**config.mk**
```make
export PLATFORM = sky130hd
export DESIGN_NAME = light_colour_state_table_core
export DESIGN_NICKNAME = d
export VERILOG_FILES = /design/src/rtl/lcst_pkg.sv /design/src/rtl/light_colour_state_table_core.sv /design/src/rtl/lcst_arith.sv
export SDC_FILE = /design/constraint.sdc
export NUM_CORES = 2
export LEC_CHECK = 0
export ABC_AREA = 1
export BUFFER_PORTS_ARGS = -buffer_cell sky130_fd_sc_hd__buf_2
export CAP_MARGIN = 20
export CELL_PAD_IN_SITES_DETAIL_PLACEMENT = 1
export CELL_PAD_IN_SITES_GLOBAL_PLACEMENT = 1
export CORE_ASPECT_RATIO = 1.1
export CORE_MARGIN = 2
export CORE_UTILIZATION = 45
export CTS_CLUSTER_DIAMETER = 100
export DETAILED_ROUTE_END_ITERATION = 8
export GPL_ROUTABILITY_DRIVEN = 0
export PLACE_DENSITY = 0.78
export SLEW_MARGIN = 20
export SYNTH_ARGS = -nofsm -noshare
export SYNTH_HDL_FRONTEND = slang
export SYNTH_SLANG_ARGS = --single-unit
```
**constraint.sdc**
```tcl
create_clock -name clk -period 9.2 [get_ports clk]
set_clock_uncertainty 0.2 [all_clocks]
set_input_delay 0.92 -clock clk [delete_from_list [all_inputs] [get_ports clk]]
set_output_delay 0.92 -clock clk [all_outputs]
set_load 0.01 [all_outputs]
```
**src/rtl/lcst_pkg.sv**
```systemverilog
`timescale 1ns / 1ps
// ----------------------------------------------------------------------------
// Light colour state table package
// Shared types, operation codes and sizes for the light table core and its
// colour arithmetic unit.
// ----------------------------------------------------------------------------
package lcst_pkg;

    localparam int MAX_LIGHTS_DEF = 16;
    localparam int COUNT_W        = 5;
    localparam int TDATA_IN_W     = 40;
    localparam int TDATA_OUT_W    = 40;

    localparam logic [1:0] OP_SET_BRI  = 2'd0;
    localparam logic [1:0] OP_SET_HS   = 2'd1;
    localparam logic [1:0] OP_SET_FULL = 2'd2;
    localparam logic [1:0] OP_READ     = 2'd3;

    localparam logic [7:0]  CHAN_FULL  = 8'd255;
    localparam logic [16:0] HUE_ONE    = 17'h10000;
    localparam logic [24:0] CHAN_SCALE = 25'h0FF0000;

    // One stored light entry, 57 bits.
    typedef struct packed {
        logic        on;
        logic [7:0]  bri;
        logic [15:0] hue;
        logic [7:0]  sat;
        logic [7:0]  red;
        logic [7:0]  green;
        logic [7:0]  blue;
    } entry_t;

    typedef struct packed {
        logic start;
        logic use_hsv;
    } arith_req_t;

    typedef struct packed {
        logic       done;
        logic [7:0] red;
        logic [7:0] green;
        logic [7:0] blue;
    } arith_rsp_t;

endpackage

```
**src/rtl/light_colour_state_table_core.sv**
```systemverilog
`timescale 1ns / 1ps
// ----------------------------------------------------------------------------
// Light colour state table core
// Keeps on flag, brightness, hue, saturation and RGB colour per light in a
// synchronous memory, and updates the colour on brightness or hue changes.
// ----------------------------------------------------------------------------
// Every item passes IDLE, READ and FINISH; an update to an index in range
// also passes CALC, where a brightness update waits on the 8-step
// bit-serial rescale divider. One item is in work at a time, and FINISH
// waits until the output register is free.
// Reset clears the device count and marks every entry as all-zero through
// per-entry valid flags; no clearing pass is needed.
// ----------------------------------------------------------------------------
module light_colour_state_table_core
#(
    parameter int MAX_LIGHTS = lcst_pkg::MAX_LIGHTS_DEF
)
(
    input  logic                               clk,
    input  logic                               rst_n,
    // Configuration: device_count, written whenever cfg_wr_en is high.
    input  logic                               cfg_wr_en,
    input  logic [lcst_pkg::COUNT_W-1:0]       cfg_wr_data,
    // Input items. From bit 0: operation[1:0], device_index[5:2],
    // power_on[6], brightness[14:7], hue_in[30:15], saturation[38:31], pad.
    input  logic                               s_tvalid,
    output logic                               s_tready,
    input  logic [lcst_pkg::TDATA_IN_W-1:0]    s_tdata,
    // Result items. From bit 0: found[0], is_on[1], level[9:2], red[17:10],
    // green[25:18], blue[33:26], zero pad above.
    output logic                               m_tvalid,
    input  logic                               m_tready,
    output logic [lcst_pkg::TDATA_OUT_W-1:0]   m_tdata
);
    import lcst_pkg::*;

    localparam int IDX_W = (MAX_LIGHTS > 1) ? $clog2(MAX_LIGHTS) : 1;

    // Sequencer codes.
    localparam logic [1:0] ST_IDLE   = 2'd0;
    localparam logic [1:0] ST_READ   = 2'd1;
    localparam logic [1:0] ST_CALC   = 2'd2;
    localparam logic [1:0] ST_FINISH = 2'd3;

    logic [1:0]         state_reg, state_next;
    logic [COUNT_W-1:0] dev_count_reg;
    logic [MAX_LIGHTS-1:0] valid_reg;

    // The light table itself: one read port, one write port.
    entry_t mem [MAX_LIGHTS];
    entry_t rd_reg;
    logic   ent_valid_reg;

    // Captured input item.
    logic [1:0]       op_reg;
    logic [IDX_W-1:0] addr_reg;
    logic             on_reg;
    logic [7:0]       bri_reg;
    logic [15:0]      hue_reg;
    logic [7:0]       sat_reg;
    logic             found_reg;

    // Entry under construction, written back and reported when done.
    entry_t work_reg, work_next;

    logic                   m_tvalid_reg, m_tvalid_next;
    logic [TDATA_OUT_W-1:0] m_tdata_reg;

    logic [1:0]       s_op;
    logic [3:0]       s_idx;
    logic [IDX_W-1:0] s_addr;
    logic             s_accept;
    logic             s_in_range;
    logic             out_free;
    logic             finish_now;
    logic             mem_we;

    entry_t     stored_c;
    entry_t     merged_c;
    arith_req_t arith_req;
    arith_rsp_t arith_rsp;

    assign s_op   = s_tdata[1:0];
    assign s_idx  = s_tdata[5:2];
    assign s_addr = IDX_W'(s_idx);

    assign s_tready = (state_reg == ST_IDLE);
    assign s_accept = s_tvalid && s_tready;

    // An index must be below the programmed count and below the table size.
    assign s_in_range = ({1'b0, s_idx} < dev_count_reg) && (int'(s_idx) < MAX_LIGHTS);

    // An entry that was never written reads as all zero.
    assign stored_c = ent_valid_reg ? rd_reg : '0;

    // Fields the operation replaces; the colour is filled in by the arithmetic.
    always_comb
    begin
        merged_c = stored_c;
        case (op_reg)
            OP_SET_BRI:
            begin
                merged_c.on  = on_reg;
                merged_c.bri = bri_reg;
            end
            OP_SET_HS:
            begin
                merged_c.hue = hue_reg;
                merged_c.sat = sat_reg;
            end
            OP_SET_FULL:
            begin
                merged_c.on  = on_reg;
                merged_c.bri = bri_reg;
                merged_c.hue = hue_reg;
                merged_c.sat = sat_reg;
            end
            default:
            begin
                merged_c = stored_c;
            end
        endcase
    end

    assign arith_req.start   = (state_reg == ST_READ) && found_reg && (op_reg != OP_READ);
    assign arith_req.use_hsv = (op_reg != OP_SET_BRI);

    lcst_arith u_arith
    (
        .clk     (clk),
        .rst_n   (rst_n),
        .req     (arith_req),
        .operand (merged_c),
        .rsp     (arith_rsp)
    );

    // The output register is free when empty or being drained this cycle.
    assign out_free   = !m_tvalid_reg || m_tready;
    assign finish_now = (state_reg == ST_FINISH) && out_free;
    assign mem_we     = finish_now && found_reg && (op_reg != OP_READ);

    always_comb
    begin
        state_next = state_reg;
        work_next  = work_reg;
        case (state_reg)
            ST_IDLE:
            begin
                if (s_accept)
                begin
                    state_next = ST_READ;
                end
            end
            ST_READ:
            begin
                // Rejected items report all zero; reads report the entry as is.
                if (!found_reg)
                begin
                    work_next  = '0;
                    state_next = ST_FINISH;
                end
                else if (op_reg == OP_READ)
                begin
                    work_next  = stored_c;
                    state_next = ST_FINISH;
                end
                else
                begin
                    work_next  = merged_c;
                    state_next = ST_CALC;
                end
            end
            ST_CALC:
            begin
                if (arith_rsp.done)
                begin
                    work_next.red   = arith_rsp.red;
                    work_next.green = arith_rsp.green;
                    work_next.blue  = arith_rsp.blue;
                    state_next      = ST_FINISH;
                end
            end
            ST_FINISH:
            begin
                if (out_free)
                begin
                    state_next = ST_IDLE;
                end
            end
            default:
            begin
                state_next = ST_IDLE;
            end
        endcase
    end

    always_comb
    begin
        m_tvalid_next = m_tvalid_reg;
        if (finish_now)
        begin
            m_tvalid_next = 1'b1;
        end
        else if (m_tready)
        begin
            m_tvalid_next = 1'b0;
        end
    end

    // Control state.
    always_ff @(posedge clk or negedge rst_n)
    begin
        if (!rst_n)
        begin
            state_reg     <= ST_IDLE;
            dev_count_reg <= '0;
            valid_reg     <= '0;
            m_tvalid_reg  <= 1'b0;
        end
        else
        begin
            state_reg    <= state_next;
            m_tvalid_reg <= m_tvalid_next;
            if (cfg_wr_en)
            begin
                dev_count_reg <= cfg_wr_data;
            end
            if (mem_we)
            begin
                valid_reg[addr_reg] <= 1'b1;
            end
        end
    end

    // Payload registers.
    always_ff @(posedge clk)
    begin
        work_reg <= work_next;
        if (s_accept)
        begin
            op_reg        <= s_op;
            addr_reg      <= s_addr;
            on_reg        <= s_tdata[6];
            bri_reg       <= s_tdata[14:7];
            hue_reg       <= s_tdata[30:15];
            sat_reg       <= s_tdata[38:31];
            found_reg     <= s_in_range;
            ent_valid_reg <= valid_reg[s_addr];
        end
        if (finish_now)
        begin
            m_tdata_reg <= {6'd0, work_reg.blue, work_reg.green, work_reg.red,
                            work_reg.bri, work_reg.on, found_reg};
        end
    end

    // Light table memory with registered read data. Reads and writes never
    // overlap on the same entry because one item is in work at a time.
    always_ff @(posedge clk)
    begin
        if (mem_we)
        begin
            mem[addr_reg] <= work_reg;
        end
        if (s_accept)
        begin
            rd_reg <= mem[s_addr];
        end
    end

    assign m_tvalid = m_tvalid_reg;
    assign m_tdata  = m_tdata_reg;

endmodule

```
**src/rtl/lcst_arith.sv**
```systemverilog
`timescale 1ns / 1ps
// ----------------------------------------------------------------------------
// Light colour arithmetic unit
// Rescales a stored colour to a new brightness with three bit-serial
// dividers, or converts hue and saturation to a scaled RGB colour.
// ----------------------------------------------------------------------------
module lcst_arith
(
    input  logic                clk,
    input  logic                rst_n,
    input  lcst_pkg::arith_req_t req,
    input  lcst_pkg::entry_t     operand,
    output lcst_pkg::arith_rsp_t rsp
);
    import lcst_pkg::*;

    logic       busy_reg, busy_next;
    logic       done_reg, done_next;
    logic [2:0] cnt_reg, cnt_next;
    logic       hsv_reg;

    // Divider lanes: partial remainder and dividend bits that turn into quotient.
    logic [7:0] rem_reg [3];
    logic [7:0] low_reg [3];
    logic [7:0] big_reg;
    logic       zero_reg;

    // Conversion path.
    logic [23:0] fs_reg;
    logic [24:0] ft_reg;
    logic [2:0]  sector_reg;
    logic [7:0]  sat_reg;
    logic [7:0]  bri_reg;
    logic [7:0]  ch_reg  [3];
    logic [7:0]  hsv_res [3];

    logic [7:0]  in_ch [3];
    logic [7:0]  big_c;
    logic [18:0] hue_x6;
    logic [15:0] frac_c;
    logic [7:0]  p_c, q_c, t_c;
    logic [23:0] q_diff;
    logic [24:0] t_diff;
    logic [7:0]  sel_c [3];

    assign in_ch[0] = operand.red;
    assign in_ch[1] = operand.green;
    assign in_ch[2] = operand.blue;

    always_comb
    begin
        big_c = operand.red;
        if (operand.green > big_c)
        begin
            big_c = operand.green;
        end
        if (operand.blue > big_c)
        begin
            big_c = operand.blue;
        end
    end

    assign hue_x6 = 19'(operand.hue) * 19'd6;
    assign frac_c = hue_x6[15:0];

    assign p_c    = CHAN_FULL - sat_reg;
    assign q_diff = CHAN_SCALE[23:0] - fs_reg;
    assign t_diff = CHAN_SCALE - ft_reg;
    assign q_c    = q_diff[23:16];
    assign t_c    = t_diff[23:16];

    always_comb
    begin
        case (sector_reg)
            3'd0:
            begin
                sel_c[0] = CHAN_FULL; sel_c[1] = t_c;       sel_c[2] = p_c;
            end
            3'd1:
            begin
                sel_c[0] = q_c;       sel_c[1] = CHAN_FULL; sel_c[2] = p_c;
            end
            3'd2:
            begin
                sel_c[0] = p_c;       sel_c[1] = CHAN_FULL; sel_c[2] = t_c;
            end
            3'd3:
            begin
                sel_c[0] = p_c;       sel_c[1] = q_c;       sel_c[2] = CHAN_FULL;
            end
            3'd4:
            begin
                sel_c[0] = t_c;       sel_c[1] = p_c;       sel_c[2] = CHAN_FULL;
            end
            default:
            begin
                sel_c[0] = CHAN_FULL; sel_c[1] = p_c;       sel_c[2] = q_c;
            end
        endcase
    end

    always_comb
    begin
        busy_next = busy_reg;
        done_next = 1'b0;
        cnt_next  = cnt_reg;
        if (req.start)
        begin
            busy_next = 1'b1;
            cnt_next  = '0;
        end
        else if (busy_reg)
        begin
            cnt_next = cnt_reg + 3'd1;
            if ((!hsv_reg && cnt_reg == 3'd7) || (hsv_reg && cnt_reg == 3'd1))
            begin
                busy_next = 1'b0;
                done_next = 1'b1;
            end
        end
    end

    always_ff @(posedge clk or negedge rst_n)
    begin
        if (!rst_n)
        begin
            busy_reg <= 1'b0;
            done_reg <= 1'b0;
            cnt_reg  <= '0;
        end
        else
        begin
            busy_reg <= busy_next;
            done_reg <= done_next;
            cnt_reg  <= cnt_next;
        end
    end

    always_ff @(posedge clk)
    begin
        logic [15:0] prod;
        logic [8:0]  trial;
        logic        ge;
        if (req.start)
        begin
            hsv_reg    <= req.use_hsv;
            big_reg    <= big_c;
            zero_reg   <= (big_c == 8'd0);
            fs_reg     <= 24'(frac_c) * 24'(operand.sat);
            ft_reg     <= 25'(HUE_ONE - 17'(frac_c)) * 25'(operand.sat);
            sector_reg <= hue_x6[18:16];
            sat_reg    <= operand.sat;
            bri_reg    <= operand.bri;
            for (int i = 0; i < 3; i++)
            begin
                prod       = 16'(in_ch[i]) * 16'(operand.bri);
                rem_reg[i] <= prod[15:8];
                low_reg[i] <= prod[7:0];
            end
        end
        else if (busy_reg && !hsv_reg)
        begin
            // One quotient bit per lane per cycle; the quotient never exceeds 255.
            for (int i = 0; i < 3; i++)
            begin
                trial      = {rem_reg[i], low_reg[i][7]};
                ge         = (trial >= {1'b0, big_reg});
                rem_reg[i] <= ge ? 8'(trial - {1'b0, big_reg}) : trial[7:0];
                low_reg[i] <= {low_reg[i][6:0], ge};
            end
        end
        else if (busy_reg && hsv_reg)
        begin
            for (int i = 0; i < 3; i++)
            begin
                if (cnt_reg == 3'd0)
                begin
                    ch_reg[i] <= sel_c[i];
                end
                else
                begin
                    prod       = 16'(ch_reg[i]) * 16'(bri_reg);
                    hsv_res[i] <= prod[15:8];
                end
            end
        end
    end

    assign rsp.done  = done_reg;
    assign rsp.red   = hsv_reg ? hsv_res[0] : (zero_reg ? 8'd0 : low_reg[0]);
    assign rsp.green = hsv_reg ? hsv_res[1] : (zero_reg ? 8'd0 : low_reg[1]);
    assign rsp.blue  = hsv_reg ? hsv_res[2] : (zero_reg ? 8'd0 : low_reg[2]);

endmodule

```
### After elaboration in Yosys (flattened, before gate mapping)

Memories as Yosys holds them, arrays and structs flattened. A register that Yosys moved wholly into a read port is not among the register bits.
Cells that the tools add are included.

* reduce and logical (&&, ||, !) cells: 28
* equal/unequal tests: 16
* order comparisons: 9
* muxes and demuxes: 62
* multiply operators: 9
* bitwise logic cells: 7
* $add $sub $neg: 8

Operators with widths (count)
* $mux 8: 17
* $pmux 24 s5: 1
* $mux 57: 2
* $mul 8x8->16: 6
* $mux 24: 3
* $pmux 24 s2: 1
* $sub 24x24->24 const A: 2
* $mux 1: 29
* $ge 9x8->1: 3
* $mul 25x8->24: 1
* $sub 8x8->8: 3
* $mul 15x8->23: 1
* $mul 16x2->18 const B: 1
* $sub 17x16->18 const A: 1
* $gt 8x8->1: 2
* $or 16x16->16: 1
* $logic_and 1x1->1: 11
* $lt 4x5->1 const B: 2
* $mux 9: 1
* $eq 2x2->1 const B: 4
* $logic_not 8->1: 1
* $pmux 2 s4: 1
* $reduce_bool 2->1: 4
* $sub 8x8->8 const A: 1
* other kinds (21): 40

* logic and storage cells: 175
* memories kept: 5
* RAM bits: 1008
* output and inout bits: 42
* flip-flop bits (word level): 237

Memory list
* mem: depth 16, bits a word 57, read ports 1, clocked after Yosys merged registers in 1, wr ports 1, line light_colour_state_table_core.sv:50 `entry_t mem [MAX_LIGHTS];`
* u_arith.ch_reg: depth 3, bits a word 8, read ports 3, clocked after Yosys merged registers in 0, wr ports 3, line lcst_arith.sv:34 `logic [7:0] ch_reg [3];`
* u_arith.hsv_res: depth 3, bits a word 8, read ports 3, clocked after Yosys merged registers in 0, wr ports 3, line lcst_arith.sv:35 `logic [7:0] hsv_res [3];`
* u_arith.low_reg: depth 3, bits a word 8, read ports 3, clocked after Yosys merged registers in 0, wr ports 3, line lcst_arith.sv:24 `logic [7:0] low_reg [3];`
* u_arith.rem_reg: depth 3, bits a word 8, read ports 3, clocked after Yosys merged registers in 0, wr ports 3, line lcst_arith.sv:23 `logic [7:0] rem_reg [3];`

### Logic depth before layout (Yosys ltp)

* depth in word-level cells: 7
* depth in mapped cells: 44

### By module

A second synthesis with hierarchy kept.

* cell total of the unflattened synthesis: 8232
* area, all modules: 77992.3 µm²

Modules (own cells, without submodules)
* light_colour_state_table_core: area an instance 47719.5 µm², instances 1, cells each 4404
* lcst_arith: area an instance 30272.8 µm², instances 1, cells each 3828

### Worst setup path before layout

OpenSTA, ideal clock, no wires.

* path type: flip-flop to flip-flop
* start point: reg state_reg[1]
* end point: mem u_arith.low_reg[0][0] (enable)
* clock period less this slack: 7.762 ns
* setup time: 0.520 ns
* buffers on the path: 0
* stages on the path, launching flop included: 7
* arrival time: 7.042 ns
* data required time: 8.480 ns
* path slack: 1.438 ns
* cells stage by stage: dfrtp_1 -> inv_1 -> ha_1 -> inv_1 -> nor2_1 -> inv_1 -> o21ai_0

RTL lines
* start, declared: line light_colour_state_table_core.sv:45 `logic [1:0] state_reg, state_next;`
* start signal, assigned: line light_colour_state_table_core.sv:222 `state_reg <= state_next;`
* end, declared: line lcst_arith.sv:24

### Final worst setup path

* start point: reg op_reg[0]
* end point: reg u_arith.ft_reg[20] (data pin)

* cells in the longest elaborated chain, start to end: 6
* elaborated cells on any way between the ends: 7

Ends and longest elaborated chain
* start, declared: line light_colour_state_table_core.sv:55 `logic [1:0] op_reg;`
* start signal, assigned: line light_colour_state_table_core.sv:241 `op_reg <= s_op;`
* $eq 2x2->1 / $eq 2x1->1 (equally long branches): line light_colour_state_table_core.sv:100 `case (op_reg)`
* $reduce_or 2->1 (no line) *
* $mux 24 *: line light_colour_state_table_core.sv:100
* $mul 16x2->18: line lcst_arith.sv:63 `assign hue_x6 = 19'(operand.hue) * 19'd6;`
* $sub 17x16->18: line lcst_arith.sv:150 `ft_reg <= 25'(HUE_ONE - 17'(frac_c)) * 25'(operand.sat);`
* $mul 25x8->24 *: line lcst_arith.sv:150
* end signal, assigned: line lcst_arith.sv:150
* end, declared: line lcst_arith.sv:30 `logic [24:0] ft_reg;`

Every way passes the cells marked *; elsewhere a longest branch is shown, timed or not.
A chain may end at the register's enable or synchronous reset.

==> results.cfg <==
[yosys]
synthArstFlopShare_pct = 2.23
synth.distinct_cells = 59
postSynthAreaPerCell_um2 = 11.2
synthesis.area_mm2 = 0.0731
yosys_warnings = 0
yosysSeqAreaShare_pct = 53.2
synth_ff_type = edfxtp_1
ys_ff_latch = 1300
synthCells = 6550
synth_edf_count = 1271

[setup_path]
rr_worst_depth = 36
reg2reg_from = op_reg[0]$_DFFE_PP_
reg2reg_setup_slack_ns = 1.10
crit_required_ns = 9.53
slowest_stage = fa_1
worst-path-buf-inv = 8
crit_arrival_ns = 8.43
criticalPathCategory = flop to flop
critPathMaxFanout = 40
startpoint = op_reg[0]$_DFFE_PP_
timing.rr.end = u_arith.ft_reg[20]$_DFFE_PP_
start_kind = flop
cp-end-kind = flop
critPathMaxStageDelay_ns = 0.55
critPathTopFamily = adder cells

[place]
dp_cells = 8563
dp_hpwl_um = 135000
port_buffers = 84

[layout]
final_common_cell = edfxtp_1
largest_reg_flops = 912
nets = 7374
layout_common_cells = edfxtp_1 (1271), inv_1 (1016), nand2_1 (928)
layout-drive-gt1-share_pct = 7.06
final_cells = 8808
area_delta_synth_final_pct = 10.1

[floorplan]
die_area_mm2 = 0.166
io_pins = 92
dieWidth_um = 388
placement_rows = 155
start_util_pct = 45.2
fp.coreArea_mm2 = 0.162
die_h_um = 427

[detailed_routing]
routed_wire_length_per_instance_um = 24.0
drt_pass1_iterations = 5
wirelength_um = 211000
drt_drc_violations_left = 0
routed-via-count = 50100
drt_iter0_markers = 3952
ant_nets = 0
vias_per_cell = 5.69

[timing]
finalCritPeriodShare_pct = 88.0
drv_slew = 0
slew_headroom_pct = 23.7
setup_viol = 0
hold_ws_ns = 0.0200
post-route-min-period_ns = 8.10
hold_viol_final = 0
tns_ns = 0
fmax_mhz = 124
worst_pin_slew_ns = 1.14
rsz0062_at_grt = false

[global_routing]
grt_pass1_wl_um = 324000
antenna_found_initial = 3
grt_usage_pct = 25.6
grt_pass1_vias = 55100
grt-ovfl-total = 0
grt_start_max_net_pins = 164

[cts]
cts_sinks = 1300
cts_buffers = 135
postCtsSetupBuffers = 0
max-clock-path-buffers = 3
cts_tree = built
hold_buffers = 0
insertion_delay_ns = 0.79
cts_resized = 0
clk_pin_slew_ns = 0.06
root_buffer = clkbuf_16
htreeDepth = 4

[worst_hold_path]
hold_path.class = primary input to asynchronous set/reset pin

[run]
drv_cap = 0

[status]
status = completed
==> synthesized netlist by cell type (21+ instances only) <==
cell | n | area, um2
edfxtp_1 | 1271 | 38200
inv_1 | 1022 | 3840
nand2_1 | 928 | 3480
o21ai_0 | 496 | 2480
a21oi_1 | 409 | 2050
nor2_1 | 398 | 1490
fa_1 | 377 | 7550
ha_1 | 364 | 4550
o211ai_1 | 260 | 1950
mux2i_1 | 228 | 2280
clkbuf_1 | 217 | 815
nand3_1 | 121 | 606
xor2_1 | 72 | 631
xnor2_1 | 38 | 333
buf_1 | 36 | 135
a211oi_1 | 29 | 218
dfrtp_1 | 29 | 726
nand2_2 | 21 | 131
==> final cells by class <==
cell class	count	area [um2]
fillers	17200	81300
well taps	2119	2650
clock buffers	175	3590
clock inverters	67	832
flip-flops and latches	1300	38900
repair buffers	175	1210
diodes	1	2.50
inverters	1049	3960
multi-input cells	3922	29300
==> kinds of logic (layout without fill, tap and decap cells) <==
family | count (synthesis) | count (layout) | share of synthesized area (%)
xor+xnor | 115 | 115 | 1.49
mux | 228 | 228 | 3.12
simple gates | 1541 | 1541 | 8.51
flops | 1300 | 1300 | 53.2
compound gates | 1291 | 1291 | 10.1
other cells | 1 | 7 | 0.00513
fa+ha+maj | 741 | 741 | 16.6
buf+inv | 1333 | 1466 | 6.99
==> worst register-to-register path: cells and delay by family, from the launching register on <==
kind,cells,cell delay (ns)
AOI/OAI and AO/OA,4,0.74
xor gates and xnor gates,1,0.12
adders and majority gates,8,3.46
buffers and inverters,8,1.06
DFF,1,0.36
and+or+nand+nor,15,1.89
==> per-layer routing <==
layer	GRT usage, %	vias up	share of wire [%]
met5	0	-	0
met4	12.5	0	5.0
met3	3.59	476	5.7
met2	44.9	1628	50
met1	31.1	25700	39
li1	-	22300	-
==> stage by stage <==
step / utilization (%) / setup slack, ns / instance area, um2
2_1_floorplan: - / 1.44 / 73100
3_3_place_gp: 47.0 / 1.31 / 76000
3_5_place_dp: 47.0 / 1.16 / 76000
4_1_cts: 49.7 / 1.10 / 80400
5_1_grt: 49.8 / 0.464 / 80500
6_report: 49.8 / 1.10 / 80500
==> worst max-delay path by stage <==
stage	endpoint	slack [ns]	cells past startpoint
floorplan	u_arith.low_reg[0][0]$_DFFE_PP_	1.44	6
global placement	u_arith.ft_reg[20]$_DFFE_PP_	1.31	36
detailed placement	u_arith.ft_reg[20]$_DFFE_PP_	1.16	36
CTS	u_arith.ft_reg[20]$_DFFE_PP_	1.10	36
global route	u_arith.ft_reg[20]$_DFFE_PP_	0.46	36
finish	u_arith.ft_reg[20]$_DFFE_PP_	1.10	36
Power is not shown: default switching activity piles up to over one toggle a cycle in this logic, so the estimate is an artifact.
